$ cat config.mk
export PLATFORM = sky130hd
export DESIGN_NAME = deadline_timer_queue_flat
export DESIGN_NICKNAME = d
export VERILOG_FILES = /design/src/rtl/core/dtq_pkg.sv /design/src/rtl/core/dtq_if.sv /design/src/rtl/core/dtq_ctrl.sv /design/src/rtl/core/dtq_dp.sv /design/src/rtl/core/deadline_timer_queue.sv /design/src/flat_wrapper.sv
export SDC_FILE = /design/constraint.sdc
export NUM_CORES = 2
export LEC_CHECK = 0
export ABC_AREA = 1
export BUFFER_PORTS_ARGS = -buffer_cell sky130_fd_sc_hd__buf_4
export CAP_MARGIN = 25
export CORE_MARGIN = 3
export CORE_UTILIZATION = 35
export DETAILED_ROUTE_END_ITERATION = 8
export GPL_TIMING_DRIVEN = 0
export SYNTH_ARGS = -nofsm -noshare
export SYNTH_HDL_FRONTEND = slang
export SYNTH_SLANG_ARGS = --single-unit
$ cat constraint.sdc
create_clock -name i_clk -period 17.2 [get_ports i_clk]
set_input_delay 0.86 -clock i_clk [delete_from_list [all_inputs] [get_ports i_clk]]
set_output_delay 0.86 -clock i_clk [all_outputs]
set_load 0.005 [all_outputs]
$ cat src/rtl/core/dtq_pkg.sv
package dtq_pkg;

    // Request function codes
    typedef enum logic [1:0] {
        FUNC_INSERT     = 2'd0,
        FUNC_RM_TAG     = 2'd1,
        FUNC_RM_TARGET  = 2'd2,
        FUNC_EXPIRE     = 2'd3
    } t_func;

    // Result kind codes
    typedef enum logic [2:0] {
        KIND_NONE    = 3'd0,
        KIND_SET     = 3'd1,
        KIND_UNSET   = 3'd2,
        KIND_EXPIRED = 3'd3,
        KIND_FULL    = 3'd4
    } t_kind;

    localparam int unsigned PORT_TIME_W = 48;
    localparam int unsigned TAG_W       = 16;
    localparam int unsigned TARGET_W    = 16;

    // Controller to datapath commands
    typedef struct packed {
        logic load;
        logic rd;
        logic step;
        logic finish;
    } t_dtq_cmd;

    // Datapath to controller status
    typedef struct packed {
        logic skip;
        logic emit;
        logic last_step;
        logic out_free;
    } t_dtq_sts;

endpackage

$ cat src/rtl/core/dtq_if.sv
interface dtq_req_if;
    logic        valid;
    logic        ready;
    logic [1:0]  func;
    logic [47:0] deadline_time;
    logic [15:0] correlation_tag;
    logic [15:0] target_instance;
    logic [47:0] now_time;

    modport source (output valid, func, deadline_time, correlation_tag,
                    target_instance, now_time, input ready);
    modport sink (input valid, func, deadline_time, correlation_tag,
                  target_instance, now_time, output ready);
endinterface

interface dtq_res_if;
    logic        valid;
    logic        ready;
    logic [2:0]  kind;
    logic [47:0] out_time;
    logic [15:0] out_tag;
    logic [15:0] out_target;
    logic        last;

    modport source (output valid, kind, out_time, out_tag, out_target, last,
                    input ready);
    modport sink (input valid, kind, out_time, out_tag, out_target, last,
                  output ready);
endinterface

$ cat src/rtl/core/dtq_ctrl.sv
module dtq_ctrl (
    input  logic              i_clk,
    input  logic              i_rst_n,
    input  logic              i_in_valid,
    output logic              o_in_ready,
    input  dtq_pkg::t_dtq_sts i_sts,
    output dtq_pkg::t_dtq_cmd o_cmd
);

    typedef enum logic [3:0] {
        S_IDLE = 4'b0001,
        S_READ = 4'b0010,
        S_EVAL = 4'b0100,
        S_DONE = 4'b1000
    } t_state;

    t_state r_state, n_state;

    // State register
    always_ff @(posedge i_clk) begin
        if (!i_rst_n) begin
            r_state <= S_IDLE;
        end else begin
            r_state <= n_state;
        end
    end

    assign o_in_ready = (r_state == S_IDLE);

    // Sequencing: read an entry, evaluate it, then close the request
    always_comb begin
        n_state = r_state;
        o_cmd   = '0;
        case (r_state)
            S_IDLE: begin
                if (i_in_valid) begin
                    o_cmd.load = 1'b1;
                    n_state    = i_sts.skip ? S_DONE : S_READ;
                end
            end
            S_READ: begin
                o_cmd.rd = 1'b1;
                n_state  = S_EVAL;
            end
            S_EVAL: begin
                // an expired entry waits for room in the result register
                if (!i_sts.emit || i_sts.out_free) begin
                    o_cmd.step = 1'b1;
                    n_state    = i_sts.last_step ? S_DONE : S_READ;
                end
            end
            S_DONE: begin
                if (i_sts.out_free) begin
                    o_cmd.finish = 1'b1;
                    n_state      = S_IDLE;
                end
            end
            default: begin
                n_state = S_IDLE;
            end
        endcase
    end

endmodule

$ cat src/rtl/core/dtq_dp.sv
module dtq_dp #(
    parameter int unsigned DEPTH      = 32,
    parameter int unsigned TIME_WIDTH = 48
) (
    input  logic              i_clk,
    input  logic              i_rst_n,
    input  dtq_pkg::t_dtq_cmd i_cmd,
    output dtq_pkg::t_dtq_sts o_sts,
    input  logic [1:0]        i_func,
    input  logic [47:0]       i_deadline_time,
    input  logic [15:0]       i_correlation_tag,
    input  logic [15:0]       i_target_instance,
    input  logic [47:0]       i_now_time,
    output logic              o_valid,
    input  logic              i_ready,
    output logic [2:0]        o_kind,
    output logic [47:0]       o_out_time,
    output logic [15:0]       o_out_tag,
    output logic [15:0]       o_out_target,
    output logic              o_last
);

    localparam int unsigned TW = TIME_WIDTH;
    localparam int unsigned EW = TW + dtq_pkg::TAG_W + dtq_pkg::TARGET_W;
    localparam int unsigned CW = $clog2(DEPTH + 1);
    localparam int unsigned IW = $clog2(DEPTH);

    // Entry memory: {time, tag, target}
    logic [EW-1:0] r_mem [DEPTH];
    logic [EW-1:0] r_rdata;

    dtq_pkg::t_func r_func;
    logic [TW-1:0]  r_time, r_now, r_first_rm, r_front;
    logic [15:0]    r_tag, r_tgt;
    logic [CW-1:0]  r_count, r_w;
    logic [IW-1:0]  r_idx, r_ins_pos;
    logic           r_found, r_prefix, r_front_drop;

    logic           r_ovalid;
    dtq_pkg::t_kind r_okind;
    logic [47:0]    r_otime;
    logic [15:0]    r_otag, r_otgt;
    logic           r_olast;

    logic [TW-1:0]  rd_time;
    logic [15:0]    rd_tag, rd_tgt;
    logic           drop, ins_move, idx_last, full, in_full;
    logic           we;
    logic [IW-1:0]  waddr;
    logic [EW-1:0]  wdata;
    dtq_pkg::t_kind fin_kind;
    logic [TW-1:0]  fin_time;

    assign rd_time = r_rdata[EW-1 -: TW];
    assign rd_tag  = r_rdata[dtq_pkg::TAG_W + dtq_pkg::TARGET_W - 1 -: dtq_pkg::TAG_W];
    assign rd_tgt  = r_rdata[dtq_pkg::TARGET_W-1:0];

    assign full     = (r_count == CW'(DEPTH));
    assign in_full  = (r_count == CW'(DEPTH));
    assign ins_move = (rd_time > r_time);
    assign idx_last = (CW'(r_idx) == r_count - CW'(1));

    // Which entry leaves the queue
    always_comb begin
        case (r_func)
            dtq_pkg::FUNC_RM_TAG:    drop = !r_found && (rd_tag == r_tag);
            dtq_pkg::FUNC_RM_TARGET: drop = (rd_tgt == r_tgt);
            dtq_pkg::FUNC_EXPIRE:    drop = r_prefix && (rd_time < r_now);
            default:                 drop = 1'b0;
        endcase
    end

    // Status toward the controller
    always_comb begin
        o_sts.skip = ((dtq_pkg::t_func'(i_func) == dtq_pkg::FUNC_INSERT) && in_full)
                     || (r_count == '0);
        o_sts.emit = (r_func == dtq_pkg::FUNC_EXPIRE) && drop;
        o_sts.last_step = (r_func == dtq_pkg::FUNC_INSERT)
                          ? (!ins_move || (r_idx == '0)) : idx_last;
        o_sts.out_free = !r_ovalid || i_ready;
    end

    // Memory write port: shift up on insert, compact on removal
    always_comb begin
        we    = 1'b0;
        waddr = r_w[IW-1:0];
        wdata = r_rdata;
        if (i_cmd.step) begin
            if (r_func == dtq_pkg::FUNC_INSERT) begin
                we    = ins_move;
                waddr = r_idx + IW'(1);
            end else begin
                we = !drop;
            end
        end else if (i_cmd.finish && (r_func == dtq_pkg::FUNC_INSERT) && !full) begin
            we    = 1'b1;
            waddr = r_ins_pos;
            wdata = {r_time, r_tag, r_tgt};
        end
    end

    always_ff @(posedge i_clk) begin
        if (we) begin
            r_mem[waddr] <= wdata;
        end
        if (i_cmd.rd) begin
            r_rdata <= r_mem[r_idx];
        end
    end

    // Closing result of a request
    always_comb begin
        fin_kind = dtq_pkg::KIND_NONE;
        fin_time = r_front;
        case (r_func)
            dtq_pkg::FUNC_INSERT: begin
                fin_time = r_time;
                if (full)
                    fin_kind = dtq_pkg::KIND_FULL;
                else if (r_ins_pos == '0)
                    fin_kind = dtq_pkg::KIND_SET;
            end
            dtq_pkg::FUNC_RM_TAG: begin
                if (r_found && (r_w == '0))
                    fin_kind = dtq_pkg::KIND_UNSET;
                else if (r_found && r_front_drop)
                    fin_kind = dtq_pkg::KIND_SET;
            end
            dtq_pkg::FUNC_RM_TARGET: begin
                if (r_found && (r_w == '0))
                    fin_kind = dtq_pkg::KIND_UNSET;
                else if (r_found && (r_first_rm < r_front))
                    fin_kind = dtq_pkg::KIND_SET;
            end
            dtq_pkg::FUNC_EXPIRE: begin
                if (r_w != '0)
                    fin_kind = dtq_pkg::KIND_SET;
            end
            default: begin
                fin_kind = dtq_pkg::KIND_NONE;
            end
        endcase
    end

    // Control state
    always_ff @(posedge i_clk) begin
        if (!i_rst_n) begin
            r_count  <= '0;
            r_ovalid <= 1'b0;
        end else begin
            if (i_cmd.finish) begin
                if (r_func == dtq_pkg::FUNC_INSERT) begin
                    if (!full)
                        r_count <= r_count + CW'(1);
                end else begin
                    r_count <= r_w;
                end
            end
            if ((i_cmd.step && o_sts.emit) || i_cmd.finish)
                r_ovalid <= 1'b1;
            else if (i_ready)
                r_ovalid <= 1'b0;
        end
    end

    // Request and scan registers
    always_ff @(posedge i_clk) begin
        if (i_cmd.load) begin
            r_func       <= dtq_pkg::t_func'(i_func);
            r_time       <= TW'(i_deadline_time);
            r_now        <= TW'(i_now_time);
            r_tag        <= i_correlation_tag;
            r_tgt        <= i_target_instance;
            r_idx        <= (dtq_pkg::t_func'(i_func) == dtq_pkg::FUNC_INSERT)
                            ? IW'(r_count - CW'(1)) : '0;
            r_w          <= '0;
            r_found      <= 1'b0;
            r_prefix     <= 1'b1;
            r_front_drop <= 1'b0;
            r_ins_pos    <= '0;
        end else if (i_cmd.step) begin
            if (r_func == dtq_pkg::FUNC_INSERT) begin
                if (ins_move)
                    r_idx <= r_idx - IW'(1);
                else
                    r_ins_pos <= r_idx + IW'(1);
            end else begin
                r_idx <= r_idx + IW'(1);
                if (drop) begin
                    r_found <= 1'b1;
                    if (!r_found)
                        r_first_rm <= rd_time;
                    if (r_idx == '0)
                        r_front_drop <= 1'b1;
                end else begin
                    if (r_w == '0)
                        r_front <= rd_time;
                    r_w      <= r_w + CW'(1);
                    r_prefix <= 1'b0;
                end
            end
        end
    end

    // Result register
    always_ff @(posedge i_clk) begin
        if (i_cmd.step && o_sts.emit) begin
            r_okind <= dtq_pkg::KIND_EXPIRED;
            r_otime <= 48'(rd_time);
            r_otag  <= rd_tag;
            r_otgt  <= rd_tgt;
            r_olast <= 1'b0;
        end else if (i_cmd.finish) begin
            r_okind <= fin_kind;
            r_otime <= (fin_kind == dtq_pkg::KIND_SET) ? 48'(fin_time) : '0;
            r_otag  <= '0;
            r_otgt  <= '0;
            r_olast <= 1'b1;
        end
    end

    assign o_valid      = r_ovalid;
    assign o_kind       = r_okind;
    assign o_out_time   = r_otime;
    assign o_out_tag    = r_otag;
    assign o_out_target = r_otgt;
    assign o_last       = r_olast;

endmodule

$ cat src/rtl/core/deadline_timer_queue.sv
// A request scans n entries: every stored entry for removes and expire, and for insert
// the entries after the insert point plus the one it stops at, if any (n = 0 when empty or full).
// Requests are taken one at a time, and result-side stalls hold the scan. The entry memory
// is read and written in alternate states (read, then evaluate and write back).
// Reset clears the entry count and the result valid; the entry memory is not cleared.
module deadline_timer_queue #(
    parameter int unsigned DEPTH      = 32,
    parameter int unsigned TIME_WIDTH = 48
) (
    input  logic      i_clk,
    input  logic      i_rst_n,
    dtq_req_if.sink   i_req,
    dtq_res_if.source o_res
);

    dtq_pkg::t_dtq_cmd cmd;
    dtq_pkg::t_dtq_sts sts;

    dtq_ctrl u_ctrl (
        .i_clk      (i_clk),
        .i_rst_n    (i_rst_n),
        .i_in_valid (i_req.valid),
        .o_in_ready (i_req.ready),
        .i_sts      (sts),
        .o_cmd      (cmd)
    );

    dtq_dp #(
        .DEPTH      (DEPTH),
        .TIME_WIDTH (TIME_WIDTH)
    ) u_dp (
        .i_clk             (i_clk),
        .i_rst_n           (i_rst_n),
        .i_cmd             (cmd),
        .o_sts             (sts),
        .i_func            (i_req.func),
        .i_deadline_time   (i_req.deadline_time),
        .i_correlation_tag (i_req.correlation_tag),
        .i_target_instance (i_req.target_instance),
        .i_now_time        (i_req.now_time),
        .o_valid           (o_res.valid),
        .i_ready           (o_res.ready),
        .o_kind            (o_res.kind),
        .o_out_time        (o_res.out_time),
        .o_out_tag         (o_res.out_tag),
        .o_out_target      (o_res.out_target),
        .o_last            (o_res.last)
    );

endmodule

$ cat src/flat_wrapper.sv
// flat-port wrapper written by rule: the top's interface ports become plain ports
module deadline_timer_queue_flat 
#(
    parameter int unsigned DEPTH      = 32,
    parameter int unsigned TIME_WIDTH = 48
)
  (i_clk, i_rst_n, i_req_valid, i_req_func, i_req_deadline_time, i_req_correlation_tag, i_req_target_instance, i_req_now_time, i_req_ready, o_res_valid, o_res_kind, o_res_out_time, o_res_out_tag, o_res_out_target, o_res_last, o_res_ready);
  dtq_req_if i_req_i ();
  dtq_res_if o_res_i ();
  input  logic i_clk;
  input  logic i_rst_n;
  input wire logic [$bits(i_req_i.valid)-1:0] i_req_valid;
  input wire logic [$bits(i_req_i.func)-1:0] i_req_func;
  input wire logic [$bits(i_req_i.deadline_time)-1:0] i_req_deadline_time;
  input wire logic [$bits(i_req_i.correlation_tag)-1:0] i_req_correlation_tag;
  input wire logic [$bits(i_req_i.target_instance)-1:0] i_req_target_instance;
  input wire logic [$bits(i_req_i.now_time)-1:0] i_req_now_time;
  output wire logic [$bits(i_req_i.ready)-1:0] i_req_ready;
  output wire logic [$bits(o_res_i.valid)-1:0] o_res_valid;
  output wire logic [$bits(o_res_i.kind)-1:0] o_res_kind;
  output wire logic [$bits(o_res_i.out_time)-1:0] o_res_out_time;
  output wire logic [$bits(o_res_i.out_tag)-1:0] o_res_out_tag;
  output wire logic [$bits(o_res_i.out_target)-1:0] o_res_out_target;
  output wire logic [$bits(o_res_i.last)-1:0] o_res_last;
  input wire logic [$bits(o_res_i.ready)-1:0] o_res_ready;
  assign i_req_i.valid = i_req_valid;
  assign i_req_i.func = i_req_func;
  assign i_req_i.deadline_time = i_req_deadline_time;
  assign i_req_i.correlation_tag = i_req_correlation_tag;
  assign i_req_i.target_instance = i_req_target_instance;
  assign i_req_i.now_time = i_req_now_time;
  assign i_req_ready = i_req_i.ready;
  assign o_res_valid = o_res_i.valid;
  assign o_res_kind = o_res_i.kind;
  assign o_res_out_time = o_res_i.out_time;
  assign o_res_out_tag = o_res_i.out_tag;
  assign o_res_out_target = o_res_i.out_target;
  assign o_res_last = o_res_i.last;
  assign o_res_i.ready = o_res_ready;
  deadline_timer_queue #(.DEPTH(DEPTH), .TIME_WIDTH(TIME_WIDTH)) u_core (.i_clk(i_clk), .i_rst_n(i_rst_n), .i_req(i_req_i), .o_res(o_res_i));
endmodule
# Yosys cells after proc, flatten, opt, wreduce, memory -nomap -nowiden

Memory sizes are Yosys's and may differ from the RTL's. A register that Yosys moved wholly into a read port is not among the register bits.
Cells that the tools add are included.
Widths: inputs -> output; s select.

Add/subtract/negate cells: 5
$lt $le $gt $ge: 3
Equality and inequality tests: 17
Multiplexer cells: 49
Bitwise gates (word level): 5
Reductions and logical operators: 40

Operators by type and width:

| operator            | count |
|---|---|
| $mux 48             | 4 |
| $mux 80             | 2 |
| $lt 48x48->1        | 2 |
| $gt 48x48->1        | 1 |
| $mux 16             | 3 |
| $mux 5              | 8 |
| $eq 16x16->1        | 2 |
| $mux 4              | 5 |
| $mux 1              | 19 |
| $pmux 4 s4          | 1 |
| $add 6x1->6 const B | 2 |
| $logic_not 6->1     | 2 |
| $mux 6              | 2 |
| $pmux 3 s4          | 1 |
| $reduce_and 3->1    | 4 |
| $logic_and 1x1->1   | 10 |
| $logic_not 5->1     | 2 |
| $reduce_and 5->1    | 2 |
| $ne 2x2->1 const B  | 4 |
| $eq 5x6->1          | 1 |
| $eq 6x6->1 const B  | 1 |
| $logic_not 1->1     | 6 |
| $reduce_bool 2->1   | 3 |
| $reduce_bool 6->1   | 1 |
| other kinds (19)    | 31 |

Register bits: 340
Memory bits (writable): 2560
Bits of input ports: 134
Logic and storage cells: 141
Memories kept: 1

Memories:

| name              | words | width | read ports | clocked after Yosys merged registers in | write ports | line         | text |
|---|---|---|---|---|---|---|---|
| u_core.u_dp.r_mem | 32    | 80    | 1          | 1                                       | 1           | dtq_dp.sv:29 | `logic [EW-1:0] r_mem [DEPTH];` |

# Longest topological paths before layout

Depth in word-level cells: 11
Gate-level depth with buffers: 20

# Modules after synthesis

A second synthesis with hierarchy kept.

Cells, all modules: 9359
Area total of the unflattened synthesis: 119988.8 um2

Modules (own cells, without submodules):

| module   | times used | cells an instance | area each (um2) | sequential area each (um2) |
|---|---|---|---|---|
| dtq_dp   | 1          | 9312              | 119684.8        | 89115.5 |
| dtq_ctrl | 1          | 47                | 304.0           | 80.1 |

# Least setup slack after synthesis

No wires, ideal clock.

Path type: flip-flop to flip-flop
Start point: reg u_core.u_ctrl.r_state[3]
End point: reg u_core.u_dp.r_first_rm[0] (enable)
Library setup time: 474 ps
Arrival: 5657 ps
Data required time: 16726 ps
Slack: 11069 ps
Cell stages (with the launch flop): 9
Buffers on the path: 0
Clock period less this slack: 6131 ps
Cell sequence: dfxtp_1 -> nor2_1 -> inv_1 -> nor3_1 -> inv_1 -> nor2_2 -> inv_1 -> nand2_1 -> nor3_1

RTL lines:

| element                | line           | text |
|---|---|---|
| start, declared        | dtq_ctrl.sv:17 | `t_state r_state, n_state;` |
| start signal, assigned | dtq_ctrl.sv:24 | `r_state <= n_state;` |
| end signal, assigned   | dtq_dp.sv:192  | `r_first_rm <= rd_time;` |
| end, declared          | dtq_dp.sv:33   | `logic [TW-1:0] r_time, r_now, r_first_rm, r_front;` |

# Worst setup path in the final report

Start point: reg u_core.u_dp.r_idx[1]
End point: mem u_core.u_dp.r_mem[17][12] (netlist name) (enable)

Word-level cells in the longest chain between the ends: 3

RTL lines:

| element                | line          | text |
|---|---|---|
| start, declared        | dtq_dp.sv:36  | `logic [IW-1:0] r_idx, r_ins_pos;` |
| start signal, assigned | dtq_dp.sv:174 | `r_idx <= (dtq_pkg::t_func'(i_func) == dtq_pkg::FUNC_INSERT)` |
| start signal, assigned | dtq_dp.sv:184 | `r_idx <= r_idx - IW'(1);` |
| start signal, assigned | dtq_dp.sv:188 | `r_idx <= r_idx + IW'(1);` |
| $add 5x1->5            | dtq_dp.sv:91  | `waddr = r_idx + IW'(1);` |
| $mux 5                 | dtq_dp.sv:89  | `if (r_func == dtq_pkg::FUNC_INSERT) begin` |
| $mux 5                 | dtq_dp.sv:88  | `if (i_cmd.step) begin` |
| end, declared          | dtq_dp.sv:29  |  |

No other way between the ends.

==> flow_summary.rst <==
.. list-table::
   :header-rows: 1

   * - Metric
     - Value
   * - First-pass iteration count of the detailed router
     - 6
   * - Internal reg-to-reg setup slack
     - 11.60 ns
   * - Shortest period the worst path allows
     - 5.60 ns
   * - Post-CTS setup buffers
     - 0
   * - Worst skew pair latency
     - 0.90 ns
   * - Fmax achieved
     - 179 MHz
   * - Final Max Tran Viols
     - 0
   * - Violated checks
     - antenna violations
   * - Routed WL per cell
     - 30.2 microns
   * - Clock tree from TritonCTS
     - done
   * - Cell variety after synth
     - 49
   * - Worst endpoint data arrival time
     - 6.17 ns
   * - Category of the worst setup path launch point
     - flop
   * - Cts bufs inserted
     - 303
   * - Netlist area before placement
     - 120,000 sq um
   * - Wire length of the first global-routing pass
     - 618,000 microns
   * - Total power divided by cell area
     - 154 nW/um^2
   * - Port bufs
     - 219
   * - Count of nets left with antenna violations after detail routing
     - 1
   * - Number of DRC markers after the initial detailed-route iteration
     - 14.5k
   * - Total nets after synthesis
     - 9,612
   * - Leakage Power
     - 46.9 nW
   * - Headroom to the max-slew limit
     - 0.172
   * - Residual DRC
     - 0
   * - Proportion of synthesized chip area in sequential cells
     - 0.746
   * - # nets final
     - 10.4k
   * - Period Utilization, post-route
     - 0.326
   * - Maximum number of pins on one net before global-route repair
     - 51
   * - Total non-filler cell area in the finished layout
     - 142,000 sq um
   * - Core region area
     - 338,000 sq um
   * - Width of the die
     - 590 microns
   * - CTS root buffer
     - sky130_fd_sc_hd__clkbuf_16
   * - Number of enable flip-flop cells after synthesis
     - 2,951
   * - Synthesized area divided by synthesized cell count
     - 12.8 sq um
   * - Placed standard-cell area
     - 132,000 sq um
   * - Total via count after detailed routing
     - 87.4k
   * - Avg Vias per Cell
     - 5.88
   * - Vertical die dimension
     - 590 microns
   * - Start-to-end type of the worst setup path
     - flop to flop
   * - Cts hold-fix bufs
     - 0
   * - Initial antenna violation count
     - 44
   * - Synthesized netlist cell count
     - 9,329
   * - GR Overflow Total
     - 0
   * - IR drop worst, VDD
     - 0.0960 mV
   * - CTS H-tree depth
     - 5
   * - # setup viols final
     - 0
   * - Element type at the critical path end
     - flop
   * - Commonest register cell after synthesis
     - sky130_fd_sc_hd__edfxtp_1
   * - Estimated wirelength of the detail-placed design
     - 312,000 microns
   * - Final Hold Fails
     - 0
   * - Total wire length after detailed routing
     - 450,000 microns
   * - Run status
     - finished with violations
   * - Hold_ws
     - 0.150 ns
   * - Number of global-route vias before repair
     - 82.2k
   * - Clock skew
     - 0.0802 ns
   * - Ratio of cells with drive above 1 in the final layout
     - 0.113
   * - Worst min path class
     - primary input to flop
   * - Weighted congestion reported at the end of routability-driven placement
     - 0.905
   * - Clock tree sinks
     - 2,980
   * - Resized Gates After CTS
     - 0
   * - Total number of yosys warnings
     - 0
   * - Fin Setup TNS
     - 0 ns
   * - Share of flip-flops with an asynchronous set or reset after synthesis
     - 0
   * - Area Growth Syn to Fin
     - 18.6%
   * - Critical path peak fanout
     - 18
   * - Die area
     - 349,000 sq um
   * - Initial core utilization
     - 0.353
   * - Register bit total from synthesis
     - 2,980
   * - Clock Path Buffers
     - 4
   * - Required time worst endpoint
     - 17.77 ns
   * - Setup repair after global routing missed its margin
     - no
   * - Number of max-cap violations
     - 0
   * - Standard-cell row count
     - 213
   * - GRT Resource Usage Total
     - 0.248
   * - Transition time at the pin with the least slew margin
     - 1.24 ns
   * - Top-level I/O count
     - 220
   * - CTS clk-pin slew, worst paths
     - 0.07 ns
[report_power, final]
group	switching, W	internal (W)
registers	0.000114	0.00826
logic	0.00540	0.00171
clock network	0.00281	0.00361
[through the flow]
stage,std cells,total power (W),util,worst slack [ns]
3_3_place_gp,14063,0.0150,0.375,3.95
5_1_grt,14830,0.0225,0.419,11.58
4_1_cts,14819,0.0216,0.419,11.77
2_1_floorplan,9329,0.0119,-,11.07
3_5_place_dp,14294,0.0153,0.391,11.79
6_report,14876,0.0219,0.419,11.60
[synth_stat cells (13+ instances only)]
master,count,area share
sky130_fd_sc_hd__edfxtp_1,2951,0.74
sky130_fd_sc_hd__nor2_1,1744,0.055
sky130_fd_sc_hd__o21ai_0,1665,0.070
sky130_fd_sc_hd__o22ai_1,775,0.041
sky130_fd_sc_hd__nand2_1,684,0.021
sky130_fd_sc_hd__clkbuf_1,448,0.014
sky130_fd_sc_hd__inv_1,272,0.0085
sky130_fd_sc_hd__ha_1,149,0.016
sky130_fd_sc_hd__a21oi_1,135,0.0057
sky130_fd_sc_hd__buf_2,118,0.0049
sky130_fd_sc_hd__o21ai_1,103,0.0043
sky130_fd_sc_hd__nand3_1,45,0.0019
sky130_fd_sc_hd__dfxtp_1,29,0.0049
sky130_fd_sc_hd__buf_1,24,0.00075
sky130_fd_sc_hd__nand4_1,20,0.0010
sky130_fd_sc_hd__o32ai_1,20,0.0015
sky130_fd_sc_hd__xor2_1,18,0.0013
sky130_fd_sc_hd__nor3_1,14,0.00059
sky130_fd_sc_hd__nand3_2,13,0.0011
[flip-flops by register name (all words and copies together) (netlist names), 4 cells and up]
name                      cells
u_core.u_dp.r_w               6
u_core.u_dp.o_out_tag        16
u_core.u_dp.r_mem          2560
u_core.u_dp.r_ins_pos         5
u_core.u_dp.r_rdata          80
u_core.u_dp.r_front          48
u_core.u_ctrl.r_state         4
u_core.u_dp.r_time           48
u_core.u_dp.r_idx             5
u_core.u_dp.r_first_rm       48
u_core.u_dp.o_out_time       48
u_core.u_dp.r_tag            16
u_core.u_dp.r_count           6
u_core.u_dp.r_now            48
u_core.u_dp.r_tgt            16
u_core.u_dp.o_out_target     16
[final timing paths]
kind	from	end	cells past startpoint
setup / recovery	u_core.u_dp.r_idx[1]	u_core.u_dp.r_mem[17][12]	15
hold / removal	i_req_correlation_tag[7]	u_core.u_dp.r_tag[7]	1
setup reg to reg	u_core.u_dp.r_idx[1]	u_core.u_dp.r_mem[17][12]	15
hold reg to reg	u_core.u_dp.r_front_drop	u_core.u_dp.r_front_drop	2
[area by class of cell]
class	count	area (sq um)
Fill cell	30831	197000
Sequential cell	2980	89200
Multi-Input combinational cell	5462	27700
Clock buffer	372	8140
Timing Repair Buffer	452	6260
Tap cell	4515	5650
Buffer	605	2510
Clock inverter	153	1180
Inverter	282	1060
Antenna cell	55	138
[cell usage in the layout, fill, tap and decap left out, types with 11 or more instances in the layout]
cell type / n
sky130_fd_sc_hd__nand3_1: 45
sky130_fd_sc_hd__o21ai_4: 33
sky130_fd_sc_hd__clkbuf_16: 317
sky130_fd_sc_hd__nand3_2: 13
sky130_fd_sc_hd__clkinv_2: 46
sky130_fd_sc_hd__buf_6: 12
sky130_fd_sc_hd__buf_2: 121
sky130_fd_sc_hd__xor2_1: 18
sky130_fd_sc_hd__o21ai_2: 30
sky130_fd_sc_hd__o32ai_1: 20
sky130_fd_sc_hd__dfxtp_1: 29
sky130_fd_sc_hd__nor2_4: 35
sky130_fd_sc_hd__o21ai_0: 1603
sky130_fd_sc_hd__nand2_1: 683
sky130_fd_sc_hd__nand4_1: 20
sky130_fd_sc_hd__buf_4: 232
sky130_fd_sc_hd__clkinv_1: 73
sky130_fd_sc_hd__buf_1: 23
sky130_fd_sc_hd__buf_16: 37
sky130_fd_sc_hd__edfxtp_1: 2951
sky130_fd_sc_hd__ha_1: 149
sky130_fd_sc_hd__o21ai_1: 103
sky130_fd_sc_hd__a21oi_1: 117
sky130_fd_sc_hd__diode_2: 55
sky130_fd_sc_hd__o22ai_1: 775
sky130_fd_sc_hd__a21oi_2: 11
sky130_fd_sc_hd__inv_1: 271
sky130_fd_sc_hd__nor2_1: 1711
sky130_fd_sc_hd__buf_12: 144
sky130_fd_sc_hd__bufinv_16: 17
sky130_fd_sc_hd__clkbuf_1: 482
sky130_fd_sc_hd__nor3_1: 12
sky130_fd_sc_hd__clkbuf_2: 21
sky130_fd_sc_hd__buf_8: 40
[worst max-delay path, stage by stage (launching register included)]
cell and delay (ns):
sky130_fd_sc_hd__edfxtp_1 0.52, sky130_fd_sc_hd__inv_1 0.24, sky130_fd_sc_hd__buf_2 0.39, sky130_fd_sc_hd__buf_2 0.77, sky130_fd_sc_hd__clkbuf_1 0.44, sky130_fd_sc_hd__ha_1 0.34
sky130_fd_sc_hd__inv_1 0.08, sky130_fd_sc_hd__nor2_1 0.06, sky130_fd_sc_hd__nor2_1 0.17, sky130_fd_sc_hd__nand3_1 0.10, sky130_fd_sc_hd__nand2_1 0.14, sky130_fd_sc_hd__nand3_2 0.43
sky130_fd_sc_hd__nor2_4 0.85, sky130_fd_sc_hd__buf_12 0.28, sky130_fd_sc_hd__buf_12 0.23, sky130_fd_sc_hd__buf_16 0.20
[metal layers]
metal,part of all wire,global-route usage
met1,0.38,0.339
met2,0.41,0.353
met3,0.16,0.0852
met4,0.052,0.119
met5,0.00038,0
[cell families after synthesis]
| kind of cell | count (synthesis) | share of synthesized area |
|---|---|---|
| simple gates | 2553 | 0.0829 |
| fa+ha+maj | 149 | 0.0156 |
| xor+xnor | 28 | 0.00205 |
| buf+inv | 887 | 0.0296 |
| compound gates | 2732 | 0.124 |
| flops | 2980 | 0.746 |
Power figures use the tool's default switching activity.
